==> config.mk <==
export PLATFORM = sky130hd
export DESIGN_NAME = csv_field_splitter
export DESIGN_NICKNAME = d
export VERILOG_FILES = /design/src/hdl/csvfs_pkg.sv /design/src/hdl/csvfs_front.sv /design/src/hdl/csvfs_queue.sv /design/src/hdl/csvfs_back.sv /design/src/hdl/csv_field_splitter.sv
export SDC_FILE = /design/constraint.sdc
export NUM_CORES = 1
export LEC_CHECK = 0
export BUFFER_PORTS_ARGS = -buffer_cell sky130_fd_sc_hd__buf_2
export CAP_MARGIN = 40
export CORE_AREA = 2 2 272 301
export DETAILED_ROUTE_END_ITERATION = 7
export DIE_AREA = 0 0 274 303
export MAX_ROUTING_LAYER = met4
export PLACE_DENSITY = 0.75
export RECOVER_POWER = 25
export SYNTH_ARGS = -nofsm -noshare
export SYNTH_HDL_FRONTEND = slang
export SYNTH_SLANG_ARGS = --single-unit
==> constraint.sdc <==
create_clock -name clk -period 2.2 [get_ports clk]
set_input_delay 0.22 -clock clk [delete_from_list [all_inputs] [get_ports clk]]
set_output_delay 0.22 -clock clk [all_outputs]
set_load 0.01 [all_outputs]
==> src/hdl/csvfs_pkg.sv <==
// Shared constants and types for the CSV field splitter.
package csvfs_pkg;

	localparam int FIELD_BYTES = 64;
	localparam int ADDR_W      = $clog2(FIELD_BYTES);
	localparam int LEN_W       = $clog2(FIELD_BYTES + 1);

	localparam logic [7:0] NEWLINE_BYTE  = 8'd10;
	localparam logic [7:0] QUOTE_BYTE    = 8'd34;
	localparam logic [7:0] SEP_RESET     = 8'd44;
	localparam logic [0:0] REG_SEPARATOR = 1'b0;

	// one closed field, handed from the front to the back
	typedef struct packed {
		logic             bank;
		logic             skip;
		logic [LEN_W-1:0] stop;
		logic             empty;
		logic             line_end;
		logic             truncated;
	} desc_t;

	typedef struct packed {
		logic              en;
		logic              bank;
		logic [ADDR_W-1:0] addr;
		logic [7:0]        data;
	} store_wr_t;

	typedef struct packed {
		logic valid;
		logic bank;
	} bank_done_t;

endpackage

==> src/hdl/csvfs_front.sv <==
// Front end: accepts bytes, fills the current field bank and closes fields.
module csvfs_front (
	input  logic                 clk,
	input  logic                 arst_n,
	input  logic [7:0]           separator_char,
	input  logic                 in_valid,
	output logic                 in_ready,
	input  logic [7:0]           in_byte,
	output csvfs_pkg::store_wr_t store_wr,
	output logic                 push,
	output csvfs_pkg::desc_t     push_desc,
	input  csvfs_pkg::bank_done_t done
);
	import csvfs_pkg::*;

	logic             wbank_q;
	logic [1:0]       busy_q;
	logic [LEN_W-1:0] len_q;
	logic             ovf_q;
	logic [7:0]       first_q;
	logic [7:0]       last_q;

	logic accept;
	logic is_nl;
	logic is_sep;
	logic is_data;
	logic has_room;
	logic closing;
	logic quoted;

	assign in_ready = !busy_q[wbank_q];
	assign accept   = in_valid && in_ready;
	assign is_nl    = (in_byte == NEWLINE_BYTE);
	assign is_sep   = !is_nl && (in_byte == separator_char);
	assign is_data  = !is_nl && !is_sep;
	assign has_room = (len_q < LEN_W'(FIELD_BYTES));
	// a newline on an empty field emits nothing
	assign closing  = accept && (is_sep || (is_nl && len_q != '0));
	assign quoted   = (len_q >= LEN_W'(2)) && (first_q == QUOTE_BYTE)
		&& (last_q == QUOTE_BYTE);

	assign store_wr.en   = accept && is_data && has_room;
	assign store_wr.bank = wbank_q;
	assign store_wr.addr = len_q[ADDR_W-1:0];
	assign store_wr.data = in_byte;

	assign push                = closing;
	assign push_desc.bank      = wbank_q;
	assign push_desc.skip      = quoted;
	assign push_desc.stop      = quoted ? (len_q - LEN_W'(1)) : len_q;
	assign push_desc.empty     = (len_q == '0) || (quoted && len_q == LEN_W'(2));
	assign push_desc.line_end  = is_nl;
	assign push_desc.truncated = ovf_q;

	always_ff @(posedge clk or negedge arst_n) begin
		if (!arst_n) begin
			wbank_q <= 1'b0;
			busy_q  <= '0;
			len_q   <= '0;
			ovf_q   <= 1'b0;
		end else begin
			if (done.valid) begin
				busy_q[done.bank] <= 1'b0;
			end
			if (closing) begin
				// hand the bank over and switch to the other one
				busy_q[wbank_q] <= 1'b1;
				wbank_q         <= !wbank_q;
				len_q           <= '0;
				ovf_q           <= 1'b0;
			end else if (accept && is_nl) begin
				ovf_q <= 1'b0;
			end else if (accept && is_data) begin
				if (has_room) begin
					len_q <= len_q + LEN_W'(1);
				end else begin
					ovf_q <= 1'b1;
				end
			end
		end
	end

	always_ff @(posedge clk) begin
		if (store_wr.en) begin
			if (len_q == '0) begin
				first_q <= in_byte;
			end
			last_q <= in_byte;
		end
	end

endmodule

==> src/hdl/csvfs_queue.sv <==
// Two-entry queue of closed-field descriptors between front and back.
module csvfs_queue (
	input  logic             clk,
	input  logic             arst_n,
	input  logic             push,
	input  csvfs_pkg::desc_t push_desc,
	input  logic             pop,
	output logic             avail,
	output csvfs_pkg::desc_t head
);
	import csvfs_pkg::*;

	desc_t      ent_q [2];
	logic       wr_q;
	logic       rd_q;
	logic [1:0] count_q;

	assign avail = (count_q != 2'd0);
	assign head  = ent_q[rd_q];

	// at most two banks are busy, so the queue never overfills
	always_ff @(posedge clk or negedge arst_n) begin
		if (!arst_n) begin
			wr_q    <= 1'b0;
			rd_q    <= 1'b0;
			count_q <= 2'd0;
		end else begin
			if (push) begin
				wr_q <= !wr_q;
			end
			if (pop) begin
				rd_q <= !rd_q;
			end
			case ({push, pop})
				2'b10:   count_q <= count_q + 2'd1;
				2'b01:   count_q <= count_q - 2'd1;
				default: count_q <= count_q;
			endcase
		end
	end

	always_ff @(posedge clk) begin
		if (push) begin
			ent_q[wr_q] <= push_desc;
		end
	end

endmodule

==> src/hdl/csvfs_back.sv <==
// Back end: holds the field banks and streams each closed field out.
module csvfs_back (
	input  logic                  clk,
	input  logic                  arst_n,
	input  csvfs_pkg::store_wr_t  store_wr,
	input  logic                  avail,
	input  csvfs_pkg::desc_t      head,
	output logic                  pop,
	output csvfs_pkg::bank_done_t done,
	output logic                  out_valid,
	input  logic                  out_ready,
	output logic [7:0]            out_byte,
	output logic                  field_empty,
	output logic                  field_last,
	output logic                  line_end,
	output logic                  truncated
);
	import csvfs_pkg::*;

	localparam int DEPTH = 2 * (2 ** ADDR_W);

	logic [7:0] mem [DEPTH];

	logic             active_q;
	logic             bank_q;
	logic [LEN_W-1:0] ptr_q;
	logic [LEN_W-1:0] stop_q;
	logic             empty_q;
	logic             le_q;
	logic             tr_q;

	logic       valid_s1;
	logic [7:0] rdata_s1;
	logic       empty_s1;
	logic       last_s1;
	logic       le_s1;
	logic       tr_s1;

	logic       out_valid_q;
	logic [7:0] out_byte_q;
	logic       out_empty_q;
	logic       out_last_q;
	logic       out_le_q;
	logic       out_tr_q;

	logic adv;
	logic issue;
	logic last_rd;

	assign adv        = valid_s1 && (!out_valid_q || out_ready);
	assign issue      = active_q && (!valid_s1 || adv);
	assign last_rd    = empty_q || ((ptr_q + LEN_W'(1)) == stop_q);
	assign pop        = !active_q && avail;
	// the last read is captured at issue, so the bank may be refilled after it
	assign done.valid = issue && last_rd;
	assign done.bank  = bank_q;

	always_ff @(posedge clk) begin
		if (store_wr.en) begin
			mem[{store_wr.bank, store_wr.addr}] <= store_wr.data;
		end
		if (issue && !empty_q) begin
			rdata_s1 <= mem[{bank_q, ptr_q[ADDR_W-1:0]}];
		end
	end

	always_ff @(posedge clk or negedge arst_n) begin
		if (!arst_n) begin
			active_q    <= 1'b0;
			valid_s1    <= 1'b0;
			out_valid_q <= 1'b0;
		end else begin
			if (pop) begin
				active_q <= 1'b1;
			end else if (issue && last_rd) begin
				active_q <= 1'b0;
			end
			if (issue) begin
				valid_s1 <= 1'b1;
			end else if (adv) begin
				valid_s1 <= 1'b0;
			end
			if (adv) begin
				out_valid_q <= 1'b1;
			end else if (out_ready) begin
				out_valid_q <= 1'b0;
			end
		end
	end

	always_ff @(posedge clk) begin
		if (pop) begin
			bank_q  <= head.bank;
			ptr_q   <= head.skip ? LEN_W'(1) : '0;
			stop_q  <= head.stop;
			empty_q <= head.empty;
			le_q    <= head.line_end;
			tr_q    <= head.truncated;
		end else if (issue) begin
			ptr_q <= ptr_q + LEN_W'(1);
		end
		if (issue) begin
			empty_s1 <= empty_q;
			last_s1  <= last_rd;
			le_s1    <= le_q;
			tr_s1    <= tr_q;
		end
		if (adv) begin
			out_byte_q  <= empty_s1 ? 8'd0 : rdata_s1;
			out_empty_q <= empty_s1;
			out_last_q  <= last_s1;
			out_le_q    <= le_s1;
			out_tr_q    <= tr_s1;
		end
	end

	assign out_valid   = out_valid_q;
	assign out_byte    = out_byte_q;
	assign field_empty = out_empty_q;
	assign field_last  = out_last_q;
	assign line_end    = out_le_q;
	assign truncated   = out_tr_q;

endmodule

==> src/hdl/csv_field_splitter.sv <==
// With the back end idle, a field's first result is presented after its closing byte
// passes the descriptor queue, back-end descriptor, read stage and output registers.
// Throughput: one input byte per cycle while a field bank is free; output streams
// one byte per cycle while m_tready is high, pausing between fields for a descriptor pop.
// Input stalls when both field banks hold fields whose bytes are not yet all read out.
// Reset (arst_n low) empties queue and output and sets the separator to comma.
module csv_field_splitter (
	input  logic        clk,
	input  logic        arst_n,
	input  logic        psel,
	input  logic        penable,
	input  logic        pwrite,
	input  logic [0:0]  paddr,
	input  logic [31:0] pwdata,
	output logic [31:0] prdata,
	output logic        pready,
	input  logic        s_tvalid,
	output logic        s_tready,
	input  logic [7:0]  s_tdata,   // [7:0] in_byte
	output logic        m_tvalid,
	input  logic        m_tready,
	output logic [7:0]  m_tdata,   // [7:0] out_byte
	output logic        m_tlast,   // field_last
	output logic [2:0]  m_tuser    // [0] field_empty, [1] line_end, [2] truncated
);
	import csvfs_pkg::*;

	logic [7:0] sep_q;
	store_wr_t  store_wr;
	logic       push;
	desc_t      push_desc;
	logic       pop;
	logic       avail;
	desc_t      head;
	bank_done_t done;

	assign pready = 1'b1;
	assign prdata = (paddr == REG_SEPARATOR) ? {24'd0, sep_q} : 32'd0;

	always_ff @(posedge clk or negedge arst_n) begin
		if (!arst_n) begin
			sep_q <= SEP_RESET;
		end else if (psel && penable && pwrite && pready && paddr == REG_SEPARATOR) begin
			sep_q <= pwdata[7:0];
		end
	end

	csvfs_front u_front (
		.clk            (clk),
		.arst_n         (arst_n),
		.separator_char (sep_q),
		.in_valid       (s_tvalid),
		.in_ready       (s_tready),
		.in_byte        (s_tdata),
		.store_wr       (store_wr),
		.push           (push),
		.push_desc      (push_desc),
		.done           (done)
	);

	csvfs_queue u_queue (
		.clk       (clk),
		.arst_n    (arst_n),
		.push      (push),
		.push_desc (push_desc),
		.pop       (pop),
		.avail     (avail),
		.head      (head)
	);

	csvfs_back u_back (
		.clk         (clk),
		.arst_n      (arst_n),
		.store_wr    (store_wr),
		.avail       (avail),
		.head        (head),
		.pop         (pop),
		.done        (done),
		.out_valid   (m_tvalid),
		.out_ready   (m_tready),
		.out_byte    (m_tdata),
		.field_empty (m_tuser[0]),
		.field_last  (m_tlast),
		.line_end    (m_tuser[1]),
		.truncated   (m_tuser[2])
	);

endmodule
==> metrics.csv, run 1 <==
stage;metric;value;unit
synth;yosys_warnings;0;
power_and_ir_drop;internal_power;45.8;mW
cts;clock_sinks;1132;
critical_path;cp_max_fo;11;
detailed_routing;first_iter_violations;3270;
grt;grt_pass1_wl;164;mm
sta;rsz0062_at_grt;true;
sta;min_period_over_period;1.24;
cts;cts_buffers;107;
run;max_cap_violations;4;
sta;hold_viol_final;0;
synth;synthCells;2263;
finish;mostFrequentLayoutCell;edfxtp_1;
power_and_ir_drop;p_leak;18.6;nW
sta;setup_viol;1091;
synth;synth_area_per_cell;19.7;um2
finish;final_cells;3846;
floorplan;pin_count;95;
detailed_routing;ant_nets;0;
cts;clk_pin_slew_worst_paths;70;ps
detailed_routing;drt_first_pass_iters;5;
grt;grt_usage;0.281;
worst_hold_path;hp-class;input pin to asynchronous set/reset pin;
power_and_ir_drop;combPwrFrac;0.336;
sta;timing.final.ws_setup;-527;ps
critical_path;worst_ep_arrival_time;3160;ps
floorplan;row_count;109;
power_and_ir_drop;power_switching;20.6;mW
power_and_ir_drop;power_frac_seq;0.377;
grt;grt.busiest_layer;met2;
grt;gr-total-overflow;0;
sta;fmax;0.367;GHz
detailed_routing;drcViolationCount;0;
synth;synth_seq_cells;1132;
grt;antenna_found_initial;3;
grt;grt_use_met1;0.360;
sta;skew;52.8;ps
placement;place_hpwl;67.2;mm
placement;placed_cell_area;0.0487;mm2
power_and_ir_drop;peakVddDrop;0.000969;V
detailed_routing;vias;25000;
grt;grt_use_met3;0.0409;
sta;finalCriticalPeriod;2730;ps
cts;cts_buffer_depth;3;
finish;final_area;0.0558;mm2
power_and_ir_drop;pwr-share-clk;0.286;
floorplan;core;0.0799;mm2
cts;clk_latency;710;ps
placement;port_buffers;45;
cts;cts_root_buf;clkbuf_16;
detailed_routing;routedWlPerCell;30.8;um
synth;synth_edf_count;1106;
finish;mostFrequentLayoutCells;edfxtp_1 (1106), buf_4 (193), mux4_2 (192), mux2i_1 (146), nor2_4 (130);
floorplan;die_w;274;um
critical_path;rr_worst_depth;8;
critical_path;critPathCaptureType;flip-flop;
sta;maxSlewHeadroom;-0.192;
synth;async_flop_share;0.0230;
sta;hold_ws;135;ps
outcome;violations;capacitance limit, slew limit, setup timing;
floorplan;die_h;303;um
placement;gp_congestion;0.902;
finish;drive_gt1_frac;0.388;
synth;seq_area_frac_synth;0.761;
synth;synth_top_flop_cell;edfxtp_1;
critical_path;max_stage_delay;470;ps
grt;grt_max_degree;93;
critical_path;crit_chain;buf_6 > buf_16 > buf_12 > buf_4 > mux2i_1 > a21oi_1 > a2111oi_4 > o31ai_1;
critical_path;critPathSlowestCell;mux2i_1;
cts;htreeDepth;3;
critical_path;required;2630;ps
floorplan;initial_utilization;0.557;
outcome;outcome;finished with violations;
floorplan;dieArea;0.0830;mm2
critical_path;crit_type;flip-flop to flip-flop;
synth;syn_area;0.0445;mm2
detailed_routing;vias_per_cell;6.49;
finish;syn_to_final_growth;25.4;%
critical_path;start_kind;flip-flop;
synth;synth_cell_types;55;
placement;dp.cells;3507;
detailed_routing;routed_wirelength;118;mm
power_and_ir_drop;p_sw_frac;0.311;
cts;cts_tree;done;
grt;grt.met2_usage;0.457;
power_and_ir_drop;cellPowerDensity;1190;mW/mm2
finish;fin_nets;2758;
sta;tightest_slew;1790;ps
sta;slew_viol_final;204;
critical_path;r2r_slack;-530;ps
grt;grt_pass1_vias;24600;
finish;final_util;0.698;
## cell type report
cell class                      count  area [um2]
Multi-Input combinational cell    993       11500
Clock inverter                     67         803
Inverter                            7        32.5
Antenna cell                        2        5.00
Clock buffer                      128        2800
Tap cell                         1054        1320
Fill cell                        4465       24100
Timing Repair Buffer              463        5480
Sequential cell                  1132       33900
## state kept, by name (all words and copies together) (netlist names), 7 cells and up
signal           count
u_back.mem        1024
u_queue.ent_q       24
sep_q                8
u_back.out_byte      8
u_back.rdata_s1      8
u_front.first_q      8
u_front.last_q       8
u_back.ptr_q         7
u_back.stop_q        7
u_front.len_q        7
## power groups by stage
stage	logic, mW	registers (mW)	clock network (mW)
2_1_floorplan	11.0	25.3	0
3_3_place_gp	17.8	25.5	0
3_5_place_dp	18.1	25.5	0
4_1_cts	21.0	25.0	19.0
5_1_grt	23.1	25.1	19.9
6_report	22.3	25.1	19.0
## layer usage
metal,share of wire,up-vias
li1,-,10000
met1,0.36,12900
met2,0.50,1686
met3,0.086,370
met4,0.056,0
met5,0,-
## stage by stage
step | setup TNS, ps | power, mW | setup slack [ps]
after floorplan | -50550 | 36.3 | -114
after detailed placement | -229280 | 43.6 | -658
after CTS | -99910 | 65.1 | -330
final | -163300 | 66.4 | -527
after global routing | -254390 | 68.0 | -507
after global placement | -154390 | 43.3 | -641
## repair_timing
action | CTS | global route
gates resized for setup | 232 | 128
hold buffers | 12 | 0
setup endpoints to repair | 1037 | 1033
buffers inserted | 56 | 65
cloned | 11 | 5
pin swaps | 97 | 111
endpoints found under the hold margin | 39 | 0
## logic make-up (layout without fill, tap and decap cells)
logic type,count (synthesis),after routing,synth area share
mux,374,374,0.139
other cells,2,27,0.000169
buf+inv,161,665,0.0212
fa+ha+maj,6,6,0.00169
simple gates,311,311,0.0315
xor+xnor,36,36,0.00801
compound gates,241,241,0.0380
flops,1132,1132,0.761
## cell usage after synthesis, drive strengths merged (5+ instances only)
library cell | instances | area (um2)
a2111oi | 7 | 105
a21boi | 8 | 60.1
a21oi | 71 | 355
a22o | 8 | 70.1
a22oi | 89 | 668
a31oi | 9 | 56.3
and2 | 5 | 32.5
buf | 109 | 744
clkbuf | 45 | 171
dfrtp | 23 | 576
edfxtp | 1106 | 33200
ha | 6 | 75.1
inv | 5 | 18.8
mux2 | 19 | 214
mux2i | 163 | 1630
mux4 | 192 | 4320
nand2 | 56 | 210
nand3 | 29 | 145
nand4 | 5 | 46.3
nor2 | 163 | 612
nor2b | 29 | 181
o211ai | 16 | 120
o21ai | 12 | 60.1
o221ai | 8 | 70.1
o31ai | 8 | 60.1
xnor2 | 19 | 166
xor2 | 14 | 123
## worst max-delay path: cells and delay by family (launching register included)
kind	cells	cell delay (ps)
AOI/OAI and AO/OA	3	810
buffers and inverters	4	760
muxes	1	470
DFF	1	400
## worst paths after layout
path / startpoint / end
max: u_back.ptr_q[0]$_DFFE_PP_ / u_back.rdata_s1[5]$_DFFE_PP_
min: arst_n / u_queue.rd_q$_DFFE_PN0P_
max reg2reg: u_back.ptr_q[0]$_DFFE_PP_ / u_back.rdata_s1[5]$_DFFE_PP_
min reg2reg: u_back.tr_s1$_DFFE_PP_ / u_back.truncated$_DFFE_PP_
max in group asynchronous: arst_n / u_front.len_q[5]$_DFFE_PN0P_
min in group clk: pwrite / sep_q[5]$_DFFE_PN1P_
Note: power is estimated with default switching activity, not from simulation.
==> run 2, diff against run 1 <==
SKIP_LAST_GASP = 1   (was not set)
==> metrics.csv, run 2 (synthesis gave the netlist of run 1 again) <==
stage;metric;value;unit
grt;gr-total-overflow;0;
sta;rsz0062_at_grt;true;
sta;skew;49.9;ps
sta;fmax;0.374;GHz
grt;grt_usage;0.281;
floorplan;core;0.0799;mm2
cts;cts_buffer_depth;3;
detailed_routing;wl_met2;59.2;mm
sta;finalCriticalPeriod;2670;ps
sta;maxSlewHeadroom;-0.190;
detailed_routing;wl_met1;41.5;mm
critical_path;r2r_slack;-470;ps
finish;largest_reg_flops;1024;
detailed_routing;routed_wirelength;116;mm
cts;clock_sinks;1132;
placement;port_buffers;45;
floorplan;dieArea;0.0830;mm2
grt;grt_max_degree;93;
sta;setup_viol;1128;
floorplan;die_h;303;um
cts;clk_latency;700;ps
floorplan;row_count;109;
detailed_routing;drt_first_pass_iters;5;
placement;place_hpwl;67.2;mm
cts;cts_buffers;107;
grt;grt_pass1_vias;24500;
finish;mostFrequentLayoutCells;edfxtp_1 (1106), buf_4 (208), mux4_2 (192), mux2i_1 (149), nor2_4 (125);
detailed_routing;first_iter_violations;2972;
finish;fin_nets;2745;
floorplan;initial_utilization;0.557;
cts;cts_tree;done;
critical_path;worst_ep_arrival_time;3080;ps
cts;cts_root_buf;clkbuf_16;
finish;syn_to_final_growth;24.3;%
sta;min_period_over_period;1.21;
critical_path;cp_max_fo;6;
detailed_routing;met3WireLength;9.82;mm
cts;clk_pin_slew_worst_paths;90;ps
detailed_routing;vias_per_cell;6.42;
sta;slew_viol_final;230;
critical_path;start_kind;flip-flop;
detailed_routing;vias;24600;
worst_hold_path;hp-class;input pin to asynchronous set/reset pin;
grt;antenna_found_initial;3;
sta;hold_ws;114;ps
floorplan;die_w;274;um
critical_path;critPathCaptureType;flip-flop;
grt;grt_pass1_wl;164;mm
power_and_ir_drop;cellPowerDensity;1190;mW/mm2
critical_path;required;2610;ps
detailed_routing;ant_nets;0;
detailed_routing;routedWlPerCell;30.4;um
detailed_routing;routed.top_layer;met4;
power_and_ir_drop;peakVddDrop;0.000953;V
outcome;outcome;finished with violations;
outcome;violations;capacitance limit, slew limit, setup timing;
critical_path;crit_type;flip-flop to flip-flop;
floorplan;pin_count;95;
finish;drive_gt1_frac;0.378;
finish;mostFrequentLayoutCell;edfxtp_1;
finish;registers.top_by_ff_count;u_back.mem;
power_and_ir_drop;total_power;66.0;mW
sta;hold_viol_final;0;
finish;reg_top3;u_back.mem (1024), u_queue.ent_q (24);
power_and_ir_drop;p_leak;18.4;nW
detailed_routing;drcViolationCount;0;
sta;tightest_slew;1780;ps
cts;htreeDepth;3;
sta;timing.final.ws_setup;-471;ps
run;max_cap_violations;5;
placement;gp_congestion;0.902;
-- run 2: changes by cell type in the layout (fill, tap and decap cells not counted), moves of 4 or more --
cell | before | now
buf_12 | 122 | 115
buf_6 | 57 | 44
nor2_4 | 130 | 125
clkbuf_16 | 113 | 109
a21oi_2 | 22 | 17
buf_4 | 193 | 208
-- run 2: final timing paths --
kind                                                start  depth (start not counted)                      endpoint
worst max-delay path            u_back.ptr_q[0]$_DFFE_PP_                          9  u_back.rdata_s1[3]$_DFFE_PP_
worst max register to register  u_back.ptr_q[0]$_DFFE_PP_                          9  u_back.rdata_s1[3]$_DFFE_PP_
worst min register to register     u_back.tr_s1$_DFFE_PP_                          0    u_back.truncated$_DFFE_PP_
min in group clk                                   pwrite                          3          sep_q[7]$_DFFE_PN0P_
max in group asynchronous                          arst_n                          2          sep_q[1]$_DFFE_PN0P_
worst min-delay path                               arst_n                          2  u_back.out_valid$_DFFE_PN0P_
-- run 2: per-stage QoR --
stage               instances  setup TNS (ps)  setup slack [ps]  area [um2]   util
floorplan                2286          -50550              -114       45400      -
global placement         3502         -154390              -641       48600  0.608
detailed placement       3507         -229280              -658       48700  0.609
CTS                      3781         -110800              -330       54400  0.681
global route             3832         -245070              -489       55300  0.692
finish                   3832         -168510              -471       55300  0.692
-- run 2: layer usage --
metal / global-route usage / vias to the layer above
met3: 0.0388 / 322
met4: 0.114 / 0
met1: 0.360 / 12700
met2: 0.458 / 1548
met5: - / -
li1: - / 10000
-- run 2: cell type report --
class                      count  area (um2)
fill                        4563       24600
timing repair buffer         450        5090
clock buffer                 128        2800
inverter                       7        32.5
antenna                        1        2.50
clock inverter                67         803
sequential                  1132       33900
tap                         1054        1320
multi-input combinational    993       11400
-- run 2: power by group --
group | internal [mW] | switching, mW | leakage [nW]
sequential | 24.5 | 0.587 | 10.3
combinational | 10.1 | 11.8 | 6.34
clock | 11.0 | 8.05 | 1.76
total | 45.6 | 20.4 | 18.4
-- run 2: worst max-delay path, cell delays in order, from the launching register on --
cell	delay, ps
edfxtp_1	440
buf_6	160
buf_12	140
buf_12	130
buf_4	130
mux4_2	460
a22oi_2	200
a21oi_2	130
a2111oi_4	420
o31ai_1	140
-- run 2: repair_timing --
item / in CTS / in global routing
hold endpoints to repair: 39 / 0
endpoints found under the setup margin: 1037 / 1038
resized for setup: 219 / 101
hold buffers: 12 / 0
pin swaps: 90 / 92
cloned: 11 / 1
setup buffers: 56 / 60
